==> config.mk <==
export PLATFORM = sky130hd
export DESIGN_NAME = piecewise_linear_curve_eval
export DESIGN_NICKNAME = d
export VERILOG_FILES = /design/src/design/plcv_pkg.sv /design/src/design/plcv_ram.sv /design/src/design/plcv_div.sv /design/src/design/piecewise_linear_curve_eval.sv
export SDC_FILE = /design/constraint.sdc
export NUM_CORES = 2
export LEC_CHECK = 0
export ABC_CLOCK_PERIOD_IN_PS = 6500
export BUFFER_PORTS_ARGS = -buffer_cell sky130_fd_sc_hd__buf_2
export CORE_UTILIZATION = 50
export DETAILED_ROUTE_END_ITERATION = 10
export PLACE_DENSITY = 0.79
export SLEW_MARGIN = 20
export SYNTH_ARGS = -nofsm -noshare
export SYNTH_HDL_FRONTEND = slang
export SYNTH_SLANG_ARGS = --single-unit
==> constraint.sdc <==
create_clock -name i_clk -period 6.5 [get_ports i_clk]
set_clock_uncertainty 0.2 [all_clocks]
set_input_delay 0.65 -clock i_clk [delete_from_list [all_inputs] [get_ports i_clk]]
set_output_delay 0.65 -clock i_clk [all_outputs]
set_load 0.1 [all_outputs]
==> src/design/plcv_pkg.sv <==
package plcv_pkg;

    localparam int unsigned FIELD_W        = 17;
    localparam int unsigned IDX_W          = 4;
    localparam int unsigned CNT_W          = 5;
    localparam int unsigned MAX_POINTS_DEF = 16;
    localparam int unsigned MIN_POINTS     = 2;
    localparam int unsigned DIV_NUM_W      = 36;
    localparam int unsigned DIV_DEN_W      = 18;

    localparam logic [FIELD_W-1:0] RESULT_MAX = '1;

    localparam logic MODE_EVAL  = 1'b0;
    localparam logic MODE_WRITE = 1'b1;

    typedef enum logic [2:0] {
        ST_IDLE,
        ST_READ,
        ST_CHECK,
        ST_PREP,
        ST_MUL,
        ST_DIV_GO,
        ST_DIV_WAIT
    } t_state;

endpackage

==> src/design/plcv_ram.sv <==
module plcv_ram #(
    parameter int unsigned WIDTH = 8,
    parameter int unsigned DEPTH = 16,
    parameter int unsigned AW    = (DEPTH > 1) ? $clog2(DEPTH) : 1
) (
    input  logic             i_clk,
    input  logic             i_we,
    input  logic [AW-1:0]    i_waddr,
    input  logic [WIDTH-1:0] i_wdata,
    input  logic             i_re,
    input  logic [AW-1:0]    i_raddr,
    output logic [WIDTH-1:0] o_rdata
);

    logic [WIDTH-1:0] r_mem [DEPTH];
    logic [WIDTH-1:0] r_rdata;

    always_ff @(posedge i_clk) begin
        if (i_we) begin
            r_mem[i_waddr] <= i_wdata;
        end
        if (i_re) begin
            r_rdata <= r_mem[i_raddr];
        end
    end

    assign o_rdata = r_rdata;

endmodule

==> src/design/plcv_div.sv <==
module plcv_div #(
    parameter int unsigned NUM_W = plcv_pkg::DIV_NUM_W,
    parameter int unsigned DEN_W = plcv_pkg::DIV_DEN_W
) (
    input  logic             i_clk,
    input  logic             i_rst_n,
    input  logic             i_start,
    input  logic [NUM_W-1:0] i_num,
    input  logic [DEN_W-1:0] i_den,
    output logic             o_done,
    output logic [NUM_W-1:0] o_quot
);

    localparam int unsigned CW = $clog2(NUM_W + 1);

    logic [DEN_W-1:0] r_rem, n_rem;
    logic [NUM_W-1:0] r_quo, n_quo;
    logic [DEN_W-1:0] r_den, n_den;
    logic [CW-1:0]    r_cnt, n_cnt;
    logic             r_busy, n_busy;
    logic             r_done, n_done;
    logic [DEN_W:0]   shifted;
    logic [DEN_W:0]   diff;
    logic             fits;

    // Restoring division, one quotient bit per cycle. The dividend shifts out
    // of the top of the quotient register while quotient bits enter below.
    always_comb begin
        shifted = {r_rem, r_quo[NUM_W-1]};
        diff    = shifted - {1'b0, r_den};
        fits    = (shifted >= {1'b0, r_den});
        n_rem   = r_rem;
        n_quo   = r_quo;
        n_den   = r_den;
        n_cnt   = r_cnt;
        n_busy  = r_busy;
        n_done  = 1'b0;
        if (i_start) begin
            n_rem  = '0;
            n_quo  = i_num;
            n_den  = i_den;
            n_cnt  = CW'(NUM_W);
            n_busy = 1'b1;
        end else if (r_busy) begin
            n_rem = fits ? diff[DEN_W-1:0] : shifted[DEN_W-1:0];
            n_quo = {r_quo[NUM_W-2:0], fits};
            n_cnt = r_cnt - CW'(1);
            if (r_cnt == CW'(1)) begin
                n_busy = 1'b0;
                n_done = 1'b1;
            end
        end
    end

    always_ff @(posedge i_clk) begin
        if (!i_rst_n) begin
            r_cnt  <= '0;
            r_busy <= 1'b0;
            r_done <= 1'b0;
        end else begin
            r_cnt  <= n_cnt;
            r_busy <= n_busy;
            r_done <= n_done;
        end
    end

    always_ff @(posedge i_clk) begin
        r_rem <= n_rem;
        r_quo <= n_quo;
        r_den <= n_den;
    end

    assign o_done = r_done;
    assign o_quot = r_quo;

endmodule

==> src/design/piecewise_linear_curve_eval.sv <==
// A breakpoint write is taken at once and gives no result. An evaluation with
// fewer than two points in use gives its result in the cycle after the request.
// Otherwise each breakpoint is read (ST_READ) and then compared (ST_CHECK), and an
// interpolation goes on through ST_PREP, ST_MUL and the divider. Throughput: one request
// per cycle for writes and short-table evaluations; else busy holds until the result is out.
// Reset (synchronous, active low) clears the sequencer and point_count; the table is kept.
module piecewise_linear_curve_eval #(
    parameter int unsigned MAX_POINTS = plcv_pkg::MAX_POINTS_DEF
) (
    input  logic                         i_clk,
    input  logic                         i_rst_n,
    input  logic                         start,
    output logic                         busy,
    input  logic                         i_mode,
    input  logic [plcv_pkg::FIELD_W-1:0] i_value,
    input  logic [plcv_pkg::IDX_W-1:0]   i_index,
    input  logic [plcv_pkg::FIELD_W-1:0] i_point_x,
    input  logic [plcv_pkg::FIELD_W-1:0] i_point_y,
    output logic                         o_done,
    output logic [plcv_pkg::FIELD_W-1:0] o_result,
    input  logic                         i_cfg_valid,
    output logic                         o_cfg_ready,
    input  logic [plcv_pkg::CNT_W-1:0]   i_cfg_point_count
);

    localparam int unsigned FW = plcv_pkg::FIELD_W;
    localparam int unsigned AW = (MAX_POINTS > 1) ? $clog2(MAX_POINTS) : 1;
    localparam int unsigned NW = $clog2(MAX_POINTS + 1);
    // Width that holds both the 5-bit point count and the table depth.
    localparam int unsigned CW = (NW > plcv_pkg::CNT_W) ? NW : plcv_pkg::CNT_W;
    // Width that holds both the 4-bit slot index and the table depth.
    localparam int unsigned IW = (NW > plcv_pkg::IDX_W) ? NW : plcv_pkg::IDX_W;
    localparam int unsigned NUM_W = plcv_pkg::DIV_NUM_W;
    localparam int unsigned DEN_W = plcv_pkg::DIV_DEN_W;

    plcv_pkg::t_state r_state, n_state;

    logic [plcv_pkg::CNT_W-1:0] r_count;
    logic [FW-1:0]   r_value, n_value;
    logic [AW-1:0]   r_idx, n_idx;
    logic [AW-1:0]   r_last, n_last;
    logic [FW-1:0]   r_x0, n_x0, r_y0, n_y0, r_x1, n_x1, r_y1, n_y1;
    logic [FW-1:0]   r_ady, n_ady, r_adv, n_adv, r_aden, n_aden;
    logic            r_neg, n_neg;
    logic [2*FW-1:0] r_prod, n_prod;
    logic [FW-1:0]   r_res, n_res;
    logic            r_vld, n_vld;

    logic              accept;
    logic              wr_en;
    logic              rd_en;
    logic [2*FW-1:0]   rd_data;
    logic [FW-1:0]     rd_x, rd_y;
    logic [CW-1:0]     cnt_eff;
    logic [FW:0]       dy, dv, den;
    logic              div_start;
    logic [NUM_W-1:0]  div_num;
    logic [DEN_W-1:0]  div_den;
    logic              div_done;
    logic [NUM_W-1:0]  div_quot;
    logic [NUM_W-1:0]  y0_wide;
    logic [NUM_W-1:0]  neg_diff;
    logic [NUM_W:0]    pos_sum;
    logic [FW-1:0]     sat_res;

    assign accept      = start && !busy;
    assign busy        = (r_state != plcv_pkg::ST_IDLE);
    assign o_cfg_ready = 1'b1;
    assign o_done      = r_vld;
    assign o_result    = r_res;

    // A write to a slot beyond the table depth is dropped.
    assign wr_en = accept && (i_mode == plcv_pkg::MODE_WRITE)
                   && (IW'(i_index) < IW'(MAX_POINTS));

    // Table entries hold x in the upper half and y in the lower half.
    plcv_ram #(
        .WIDTH (2 * FW),
        .DEPTH (MAX_POINTS),
        .AW    (AW)
    ) u_table (
        .i_clk   (i_clk),
        .i_we    (wr_en),
        .i_waddr (AW'(i_index)),
        .i_wdata ({i_point_x, i_point_y}),
        .i_re    (rd_en),
        .i_raddr (r_idx),
        .o_rdata (rd_data)
    );

    assign rd_x = rd_data[2*FW-1:FW];
    assign rd_y = rd_data[FW-1:0];

    // A point count beyond the table depth is treated as the full table.
    assign cnt_eff = (CW'(r_count) > CW'(MAX_POINTS)) ? CW'(MAX_POINTS) : CW'(r_count);

    // Segment differences, taken as signed values one bit wider than the fields.
    assign dy  = {1'b0, r_y1} - {1'b0, r_y0};
    assign dv  = {1'b0, r_value} - {1'b0, r_x0};
    assign den = {1'b0, r_x1} - {1'b0, r_x0};

    // Rounding to nearest with ties away from zero: (2|num| + |den|) / (2|den|).
    assign div_num = {1'b0, r_prod, 1'b0} + NUM_W'(r_aden);
    assign div_den = {r_aden, 1'b0};

    plcv_div #(
        .NUM_W (NUM_W),
        .DEN_W (DEN_W)
    ) u_div (
        .i_clk   (i_clk),
        .i_rst_n (i_rst_n),
        .i_start (div_start),
        .i_num   (div_num),
        .i_den   (div_den),
        .o_done  (div_done),
        .o_quot  (div_quot)
    );

    // Apply the signed quotient to y0 and clamp to the field's range.
    assign y0_wide  = NUM_W'(r_y0);
    assign neg_diff = y0_wide - div_quot;
    assign pos_sum  = {1'b0, div_quot} + (NUM_W + 1)'(r_y0);

    always_comb begin
        if (r_neg) begin
            sat_res = (div_quot > y0_wide) ? '0 : neg_diff[FW-1:0];
        end else begin
            sat_res = (pos_sum > (NUM_W + 1)'(plcv_pkg::RESULT_MAX))
                      ? plcv_pkg::RESULT_MAX : pos_sum[FW-1:0];
        end
    end

    // Sequencer: the search walks the table one entry at a time, through ST_READ (address)
    // and then ST_CHECK (registered read data), keeping the previous entry as the left end
    // of the segment. The first entry after entry 0 that is not below the input closes it.
    always_comb begin
        n_state   = r_state;
        n_value   = r_value;
        n_idx     = r_idx;
        n_last    = r_last;
        n_x0      = r_x0;
        n_y0      = r_y0;
        n_x1      = r_x1;
        n_y1      = r_y1;
        n_ady     = r_ady;
        n_adv     = r_adv;
        n_aden    = r_aden;
        n_neg     = r_neg;
        n_prod    = r_prod;
        n_res     = r_res;
        n_vld     = 1'b0;
        rd_en     = 1'b0;
        div_start = 1'b0;
        unique case (r_state)
            plcv_pkg::ST_IDLE: begin
                if (accept && (i_mode == plcv_pkg::MODE_EVAL)) begin
                    n_value = i_value;
                    n_idx   = '0;
                    n_last  = AW'(cnt_eff - CW'(1));
                    if (cnt_eff < CW'(plcv_pkg::MIN_POINTS)) begin
                        // Too few points: the input passes through.
                        n_res = i_value;
                        n_vld = 1'b1;
                    end else begin
                        n_state = plcv_pkg::ST_READ;
                    end
                end
            end
            plcv_pkg::ST_READ: begin
                rd_en   = 1'b1;
                n_state = plcv_pkg::ST_CHECK;
            end
            plcv_pkg::ST_CHECK: begin
                if (r_idx == '0) begin
                    n_x0    = rd_x;
                    n_y0    = rd_y;
                    n_idx   = AW'(1);
                    n_state = plcv_pkg::ST_READ;
                end else if (r_value <= rd_x) begin
                    n_x1    = rd_x;
                    n_y1    = rd_y;
                    n_state = plcv_pkg::ST_PREP;
                end else if (r_idx == r_last) begin
                    // Beyond the last point: the input passes through.
                    n_res   = r_value;
                    n_vld   = 1'b1;
                    n_state = plcv_pkg::ST_IDLE;
                end else begin
                    n_x0    = rd_x;
                    n_y0    = rd_y;
                    n_idx   = r_idx + AW'(1);
                    n_state = plcv_pkg::ST_READ;
                end
            end
            plcv_pkg::ST_PREP: begin
                if (den == '0) begin
                    // Zero-width segment: the earlier point's y stands.
                    n_res   = r_y0;
                    n_vld   = 1'b1;
                    n_state = plcv_pkg::ST_IDLE;
                end else begin
                    n_ady   = dy[FW]  ? FW'(-dy)  : dy[FW-1:0];
                    n_adv   = dv[FW]  ? FW'(-dv)  : dv[FW-1:0];
                    n_aden  = den[FW] ? FW'(-den) : den[FW-1:0];
                    n_neg   = dy[FW] ^ dv[FW] ^ den[FW];
                    n_state = plcv_pkg::ST_MUL;
                end
            end
            plcv_pkg::ST_MUL: begin
                n_prod  = {{FW{1'b0}}, r_ady} * {{FW{1'b0}}, r_adv};
                n_state = plcv_pkg::ST_DIV_GO;
            end
            plcv_pkg::ST_DIV_GO: begin
                div_start = 1'b1;
                n_state   = plcv_pkg::ST_DIV_WAIT;
            end
            plcv_pkg::ST_DIV_WAIT: begin
                if (div_done) begin
                    n_res   = sat_res;
                    n_vld   = 1'b1;
                    n_state = plcv_pkg::ST_IDLE;
                end
            end
            default: begin
                n_state = plcv_pkg::ST_IDLE;
            end
        endcase
    end

    always_ff @(posedge i_clk) begin
        if (!i_rst_n) begin
            r_state <= plcv_pkg::ST_IDLE;
            r_vld   <= 1'b0;
            r_count <= '0;
        end else begin
            r_state <= n_state;
            r_vld   <= n_vld;
            if (i_cfg_valid && o_cfg_ready) begin
                r_count <= i_cfg_point_count;
            end
        end
    end

    always_ff @(posedge i_clk) begin
        r_value <= n_value;
        r_idx   <= n_idx;
        r_last  <= n_last;
        r_x0    <= n_x0;
        r_y0    <= n_y0;
        r_x1    <= n_x1;
        r_y1    <= n_y1;
        r_ady   <= n_ady;
        r_adv   <= n_adv;
        r_aden  <= n_aden;
        r_neg   <= n_neg;
        r_prod  <= n_prod;
        r_res   <= n_res;
    end

endmodule

# [Word level (Yosys, flattened, before mapping)]
# Memories as Yosys holds them, arrays and structs flattened. A register that Yosys moved wholly into a read port is not among the register bits.
# Cells that the tools add are included.
[word_totals] register_bits=284 mem_bits_rw=544 output_inout_bits=20 wordCells=146 memories=1
[classes] addsub=13 mul=1 n_lt_le_gt_ge=6 n_eq_ne=20 mux=55 bitwise_logic=7 n_reduce_logical=20
[mem_list] memory="u_table.r_mem" depth=16 word_bits=34 read_ports=1 rd_clocked_by_memory_dff=1 wr=1 line="plcv_ram.sv:15" rtl="logic [WIDTH-1:0] r_mem [DEPTH];"
[ops] op="17-bit two-way mux" n=19
[ops] op="36-bit two-way mux" n=2
[ops] op="17-bit case mux with 4 select lines" n=1
[ops] op="17-bit by 17-bit subtractor with 18-bit output" n=3
[ops] op="17-bit negation" n=3
[ops] op="36-bit by 17-bit adder with 37-bit output" n=1
[ops] op="37-bit by 17-bit greater-than comparator with 1-bit output (second input constant)" n=1
[ops] op="35-bit by 17-bit adder with 36-bit output" n=1
[ops] op="36-bit by 17-bit greater-than comparator with 1-bit output" n=1
[ops] op="17-bit by 17-bit multiplier with 34-bit output" n=1
[ops] op="3-bit case mux with 7 select lines" n=1
[ops] op="19-bit by 18-bit greater-or-equal comparator with 1-bit output" n=1
[ops] op="18-bit zero test" n=1
[ops] op="18-bit two-way mux" n=1
[ops] op="2-bit != test (second input constant)" n=9
[ops] op="18-bit subtractor" n=1
[ops] op="17-bit less-or-equal comparator" n=1
[ops] op="17-bit subtractor" n=1
[ops] op="1-bit two-way mux" n=16
[ops] op="4-bit two-way mux" n=4
[ops] op="3-bit two-way mux" n=4
[ops] op="6-bit two-way mux" n=2
[ops] op="3-bit equality test (second input constant)" n=3
[ops] op="3-bit AND reduction" n=3
[ops] op="29 further kinds" n=41

# [Depth between registers and ports, before layout]
[logic_depth] ltp_word=6 mapped_depth=25 depth_no_buf=24

# [Modules after synthesis]
# From an unflattened synthesis, not the netlist that was laid out.
[unflattened] hier_cells=3900 hier_area_um2=50169.4
[by_module_without_submodules] mod="piecewise_linear_curve_eval" instances=1 cells_per_inst=2635 area_per_inst_um2=24453.5 seq_area_each_um2=6065.8
[by_module_without_submodules] mod="plcv_ram" instances=1 cells_per_inst=888 area_per_inst_um2=21416.8 seq_area_each_um2=17356.6
[by_module_without_submodules] mod="plcv_div" instances=1 cells_per_inst=377 area_per_inst_um2=4299.1 seq_area_each_um2=2142.1

# [Worst setup path before layout]
# OpenSTA, ideal clock, no wires.
[synth_path] kind="register to register" start="register r_adv[7]" end="register r_prod[30] (data pin)" setup_ns=0.258 arrival_ns=6.142 setup_slack_ns=-0.100 path_stages_with_launch=24 n_path_buf=1 period_less_slack_ns=6.600 cell_sequence="edfxtp_1 -> clkbuf_1 -> and2_1 -> fa_1 -> inv_1 -> fa_1 -> fa_1 -> fa_1 -> inv_1 -> fa_1 -> inv_1 -> fa_1 -> inv_1 -> ha_1 -> a21o_1 -> a21o_1 -> or3_1 -> o211ai_1 -> a21oi_1 -> o31ai_1 -> a21boi_0 -> nand2b_1 -> a21oi_1 -> xnor2_1"
[synth_between] elab_chain_len=1
[synth_rtl] item="start, declared" line="piecewise_linear_curve_eval.sv:43" rtl="logic [FW-1:0] r_ady, n_ady, r_adv, n_adv, r_aden, n_aden;"
[synth_rtl] item="start signal, assigned" line="piecewise_linear_curve_eval.sv:253" rtl="r_adv <= n_adv;"
[synth_rtl] item="17-bit by 17-bit multiplier with 34-bit output" line="piecewise_linear_curve_eval.sv:210" rtl="n_prod = {{FW{1'b0}}, r_ady} * {{FW{1'b0}}, r_adv};"
[synth_rtl] item="end signal, assigned" line="piecewise_linear_curve_eval.sv:256" rtl="r_prod <= n_prod;"
[synth_rtl] item="end, declared" line="piecewise_linear_curve_eval.sv:45" rtl="logic [2*FW-1:0] r_prod, n_prod;"
# Every way passes these cells.
# A chain may end at the register's enable or synchronous reset.

# [Worst setup path in the final report]
# Ends and elaborated chain as after synthesis.

==> results summary <==
The clock-pin transition on the worst setup and hold timing paths came out at ~0.060 ns. The cell count after synthesis is around 3800. In this run, the clock network consumes approximately 38% of the power. The height of the chip is 317.0 um. The run finished, with violations left. The boundary pin count came out at between 80 and 90.

The share of Yosys cell area claimed by the top area cell type is about 50%. The average wire length per cell after detail routing came out at 24.11 um. STA classifies the critical path endpoint as a flip-flop. Summed over all cells, the static leakage comes to between 20 and 25 nW. The post-route total power came out at around 13 mW.

For this run, design rule violations remaining after detail routing come to 0. The cell sitting at the root of the clock tree is a clkbuf_16. The total setup violations reported at the end of the flow came out at 5. The critical path ends at r_prod[30]. The path class of the tightest hold or removal check is in2reg. The total number of nets in the final design came out at about 4500.

The global-route wire length before repair is slightly below 200000 um. The setup check on the worst reg-to-reg path leaves a slack of -0.05 ns. The slowest stage of the critical path is the fa_1 cell. By startpoint and endpoint, the worst setup path is classified as reg2reg.

In the final layout, the share of cells above drive strength 1 is ~15%. The area added between synthesis and finish came out at 11.32%. Of the total power, combinational logic draws roughly an eighth. The initial DRC count came out at approximately 3700. The met3 usage in global routing is between 3 and 4%. The achievable clock frequency is 152.6 MHz.

The H-tree generated during clock tree synthesis spans 3 levels. The total number of vias came out at 31880. Among all flip-flop cells after synthesis, the most frequent one is edfxtp_1. The terminus of the critical flop-to-flop path is r_prod[30]. In this run the worst path has a maximum fanout of 9.

The utilization after layout came out at a little under three fifths. Global routing used 32.08% of the available met1 tracks. The worst-skew pair later-pin latency came out at a little under 0.7 ns. The warning count from the yosys run came out at 0.

The power density relative to cell area came out at between 200 and 250 mW/mm2. During placement, the flow inserted port buffers numbering 83. The via count of the first global-routing pass is 32170. The number of distinct library cell variants in the gate-level netlist after synthesis came out at 92. The setup TNS is -0.1292 ns. In this run the critical register-to-register path is launched from r_adv[7].

In this run the standard cell core region covers between 0.09 and 0.1 mm2. The floorplan has about 120 rows. The die boundary width came out at 317.0 um. The minimum period implied by the final worst setup slack is around 6.6 ns. The congestion estimate from routability-driven global placement came to 0.9354. Of the available clock period, the critical path in the final layout requires 100.8%. The number of nets handed over by synthesis was 4379.

The number of maximum-capacitance violations is 0. The number of enable-type register cells in the synthesized netlist is approximately 830. The proportion of synthesized flip-flops having asynchronous set or reset is 0%.

Cell internal power was estimated by the tool at around 9.4 mW. The critical path's most frequent cell is fa_1. In this run the deepest clock path goes through 3 buffers.

The fraction of power spent switching nets is 25.59%. The met2 usage is roughly 45%. The HPWL after detailed placement came out at approximately 85000 um. The highest ir drop seen on vdd came out at approximately 0.00028 V. The final reports fail on setup timing.

The number of fillers in the final layout came out at 7600. The initial antenna violation count came to 15. Sorting the synthesized cells by area gives the leading types as edfxtp_1 (50%), fa_1 (9.3%), mux4_2 (7.7%). On the final layout, the worst hold slack is 0.02972 ns. The total track usage came out at 25.74%.

The maximum cell stage delay along the critical path is around 0.54 ns. The startpoint kind of the worst setup timing path is a flip-flop. The critical path goes through buf_4 -> buf_4 -> and2_4 -> fa_1 -> inv_1 -> fa_1 -> fa_1 -> inv_1 -> fa_1 -> fa_1 -> inv_1 -> fa_1 -> inv_1 -> ha_1 -> or3_4 -> o211ai_1 -> a21oi_2 -> o31ai_2 -> a21boi_2 -> nand2b_4 -> a21oi_2 -> xnor2_1.

Once the floorplan was initialized, standard cells occupied 50.47% of the core. The final-report max-slew violation count is 0. The most area-hungry cell type in the Yosys netlist is edfxtp_1. The total CTS buffers is 85.

The critical path starts at r_adv[7]. Counting flops and latches in the post-synthesis netlist gives approximately 860. The number of sinks driven by the clock tree came out at about 860.

Setup repair after global routing could not meet its margin everywhere. The proportion of power drawn by flip-flops and latches came out at ~50%. In the post-route analysis, the smallest setup slack over all paths is -0.05175 ns.

The switching power total came out at between 3 and 4 mW. The post-route non-filler standard cell count came out at between 5000 and 6000. The first detailed-routing pass ran for 8 iterations. The arrival time of data at the critical path endpoint is roughly 6.8 ns. The synthesized cell area came out at a little under 0.05 mm2. The number of cells on the worst reg-to-reg path is 22.

The area of the die is between 0.1 and 0.15 mm2. TritonCTS built the clock tree. The busiest layer in global routing is met2. Once detail routing completed, the nets flagged for antenna violations numbered 0.

STA puts the critical path data required time at between 6 and 7 ns. The vias per cell came out at ~6.0. The actual transition at the worst max-transition pin is approximately 1.1 ns.

The post-synthesis sequential area ratio is a little over 50%. Wires add up to ~130000 um. Including well taps, the total number of placed cells is about 5100. The total overflow reported by the global router came out at 0. The average cell area after synthesis is 13.00 um2. The number of failing hold endpoints at the final stage came out at 0.

The maximum number of pins on one net before global-route repair is between 100 and 150. The normalized max-slew margin came out at 28.29%.
[sequential cells by signal (all words and copies together) (netlist names), 18 cells and up]
name,count
u_table.r_mem,544
u_div.r_rem,18
u_table.o_rdata,34
r_prod,34
u_div.o_quot,36
[cell usage after synthesis (9+ instances only)]
library cell	n
a21oi_1	153
o21bai_1	13
nor2b_1	37
buf_1	21
o21ai_0	147
mux2i_1	17
o211ai_1	11
nand3_1	35
nor2_1	199
dfxtp_1	35
a21o_1	48
nor3_1	55
and3_1	13
o22ai_1	15
and2_1	151
nand3b_1	9
o21a_1	40
mux4_2	170
a31oi_1	32
xor2_1	47
xnor2_1	137
nor4_1	22
edfxtp_1	827
or2_2	10
or3_1	22
ha_1	267
inv_1	431
a211oi_1	19
nand4_1	21
nor3b_1	10
clkbuf_1	110
nand2b_1	36
o31ai_1	16
nand2_1	290
fa_1	231
[cells by family (layout without fill, tap and decap cells)]
| family | Yosys count | after routing | synth area share [%] |
|---|---|---|---|
| compound gates | 565 | 565 | 7.215 |
| mux | 189 | 189 | 8.108 |
| simple gates | 943 | 943 | 9.465 |
| xor+xnor | 184 | 184 | 3.249 |
| buf+inv | 574 | 795 | 4.412 |
| fa+ha+maj | 498 | 498 | 16.06 |
| other cells | 1 | 8 | 0.007561 |
| flops | 862 | 862 | 51.48 |
[metrics by stage]
stage,worst slack (ns),area (um2)
floorplan,0.03791,49620
detailed placement,-0.1992,52090
global route,-0.2500,55210
finish,-0.05175,55210
CTS,-0.07944,55070
global placement,-0.1828,52090
[power by group through the flow]
stage	clock network (mW)	logic [mW]	registers, mW
2_1_floorplan	0	1.03	6.43
3_3_place_gp	0	1.49	6.40
3_5_place_dp	0	1.53	6.41
4_1_cts	4.84	1.57	6.29
5_1_grt	5.03	1.75	6.30
6_report	4.79	1.61	6.29
[critical path: cells and delay by family (launching register included)]
family	cells	cell delay, ns
AO/OA/AOI/OAI	5	1.01
adder cells (fa/ha/maj)	7	3.27
AND/OR/NAND/NOR	3	0.69
XOR/XNOR	1	0.08
flip-flops	1	0.49
buffers and inverters	6	0.55
[cells in the final DEF, fill, tap and decap left out, types with 40 or more instances in the layout]
master	instances
inv_1	426
and2_1	147
fa_1	228
a21oi_1	144
nor3_1	50
a21o_1	48
mux4_2	170
xor2_1	47
ha_1	259
edfxtp_1	827
o21ai_0	143
nor2_1	183
buf_4	99
buf_2	83
clkbuf_16	86
nand2_1	289
o21a_1	40
xnor2_1	137
[final cells by class]
| class | instances | area, um2 | share of cell area, % |
|---|---|---|---|
| timing repair buffer | 208 | 1493 | 2.704 |
| clock buffer | 100 | 2215 | 4.011 |
| multi-input combinational | 2380 | 22220 | 40.25 |
| sequential | 862 | 25530 | 46.25 |
| antenna | 7 | 17.52 | 0.03173 |
| inverter | 435 | 1633 | 2.957 |
| tap | 1287 | 1610 | 2.917 |
| clock inverter | 52 | 484.2 | 0.8770 |
[layer usage]
layer / vias up / part of all wire, % / wire (um)
li1: 13980 / - / -
met1: 16010 / 37 / 48110
met2: 1521 / 51 / 65610
met3: 359 / 7.1 / 9131
met4: 12 / 4.3 / 5559
met5: - / 0.071 / 91
[worst min-delay path by stage]
stage / startpoint / endpoint / slack [ns] / cells after the start
after floorplan: u_table.o_rdata[0] / r_y0[0] / 0.22 / 0
after global placement: u_table.o_rdata[1] / r_y1[1] / 0.23 / 0
after detailed placement: u_table.o_rdata[1] / r_y1[1] / 0.24 / 0
after CTS: i_cfg_point_count[4] / r_count[4] / 0.002 / 3
after global routing: i_cfg_point_count[4] / r_count[4] / 0.02 / 3
final: i_cfg_point_count[0] / r_count[0] / 0.03 / 3
[repair_timing]
action | CTS | global route
buffers inserted | 7 | 2
pin swaps | 31 | 24
hold endpoints to repair | 16 | 0
hold buffers | 16 | 0
resized for setup | 18 | 28
setup endpoints to repair | 6 | 11
Note: power is estimated with default switching activity, not from simulation.
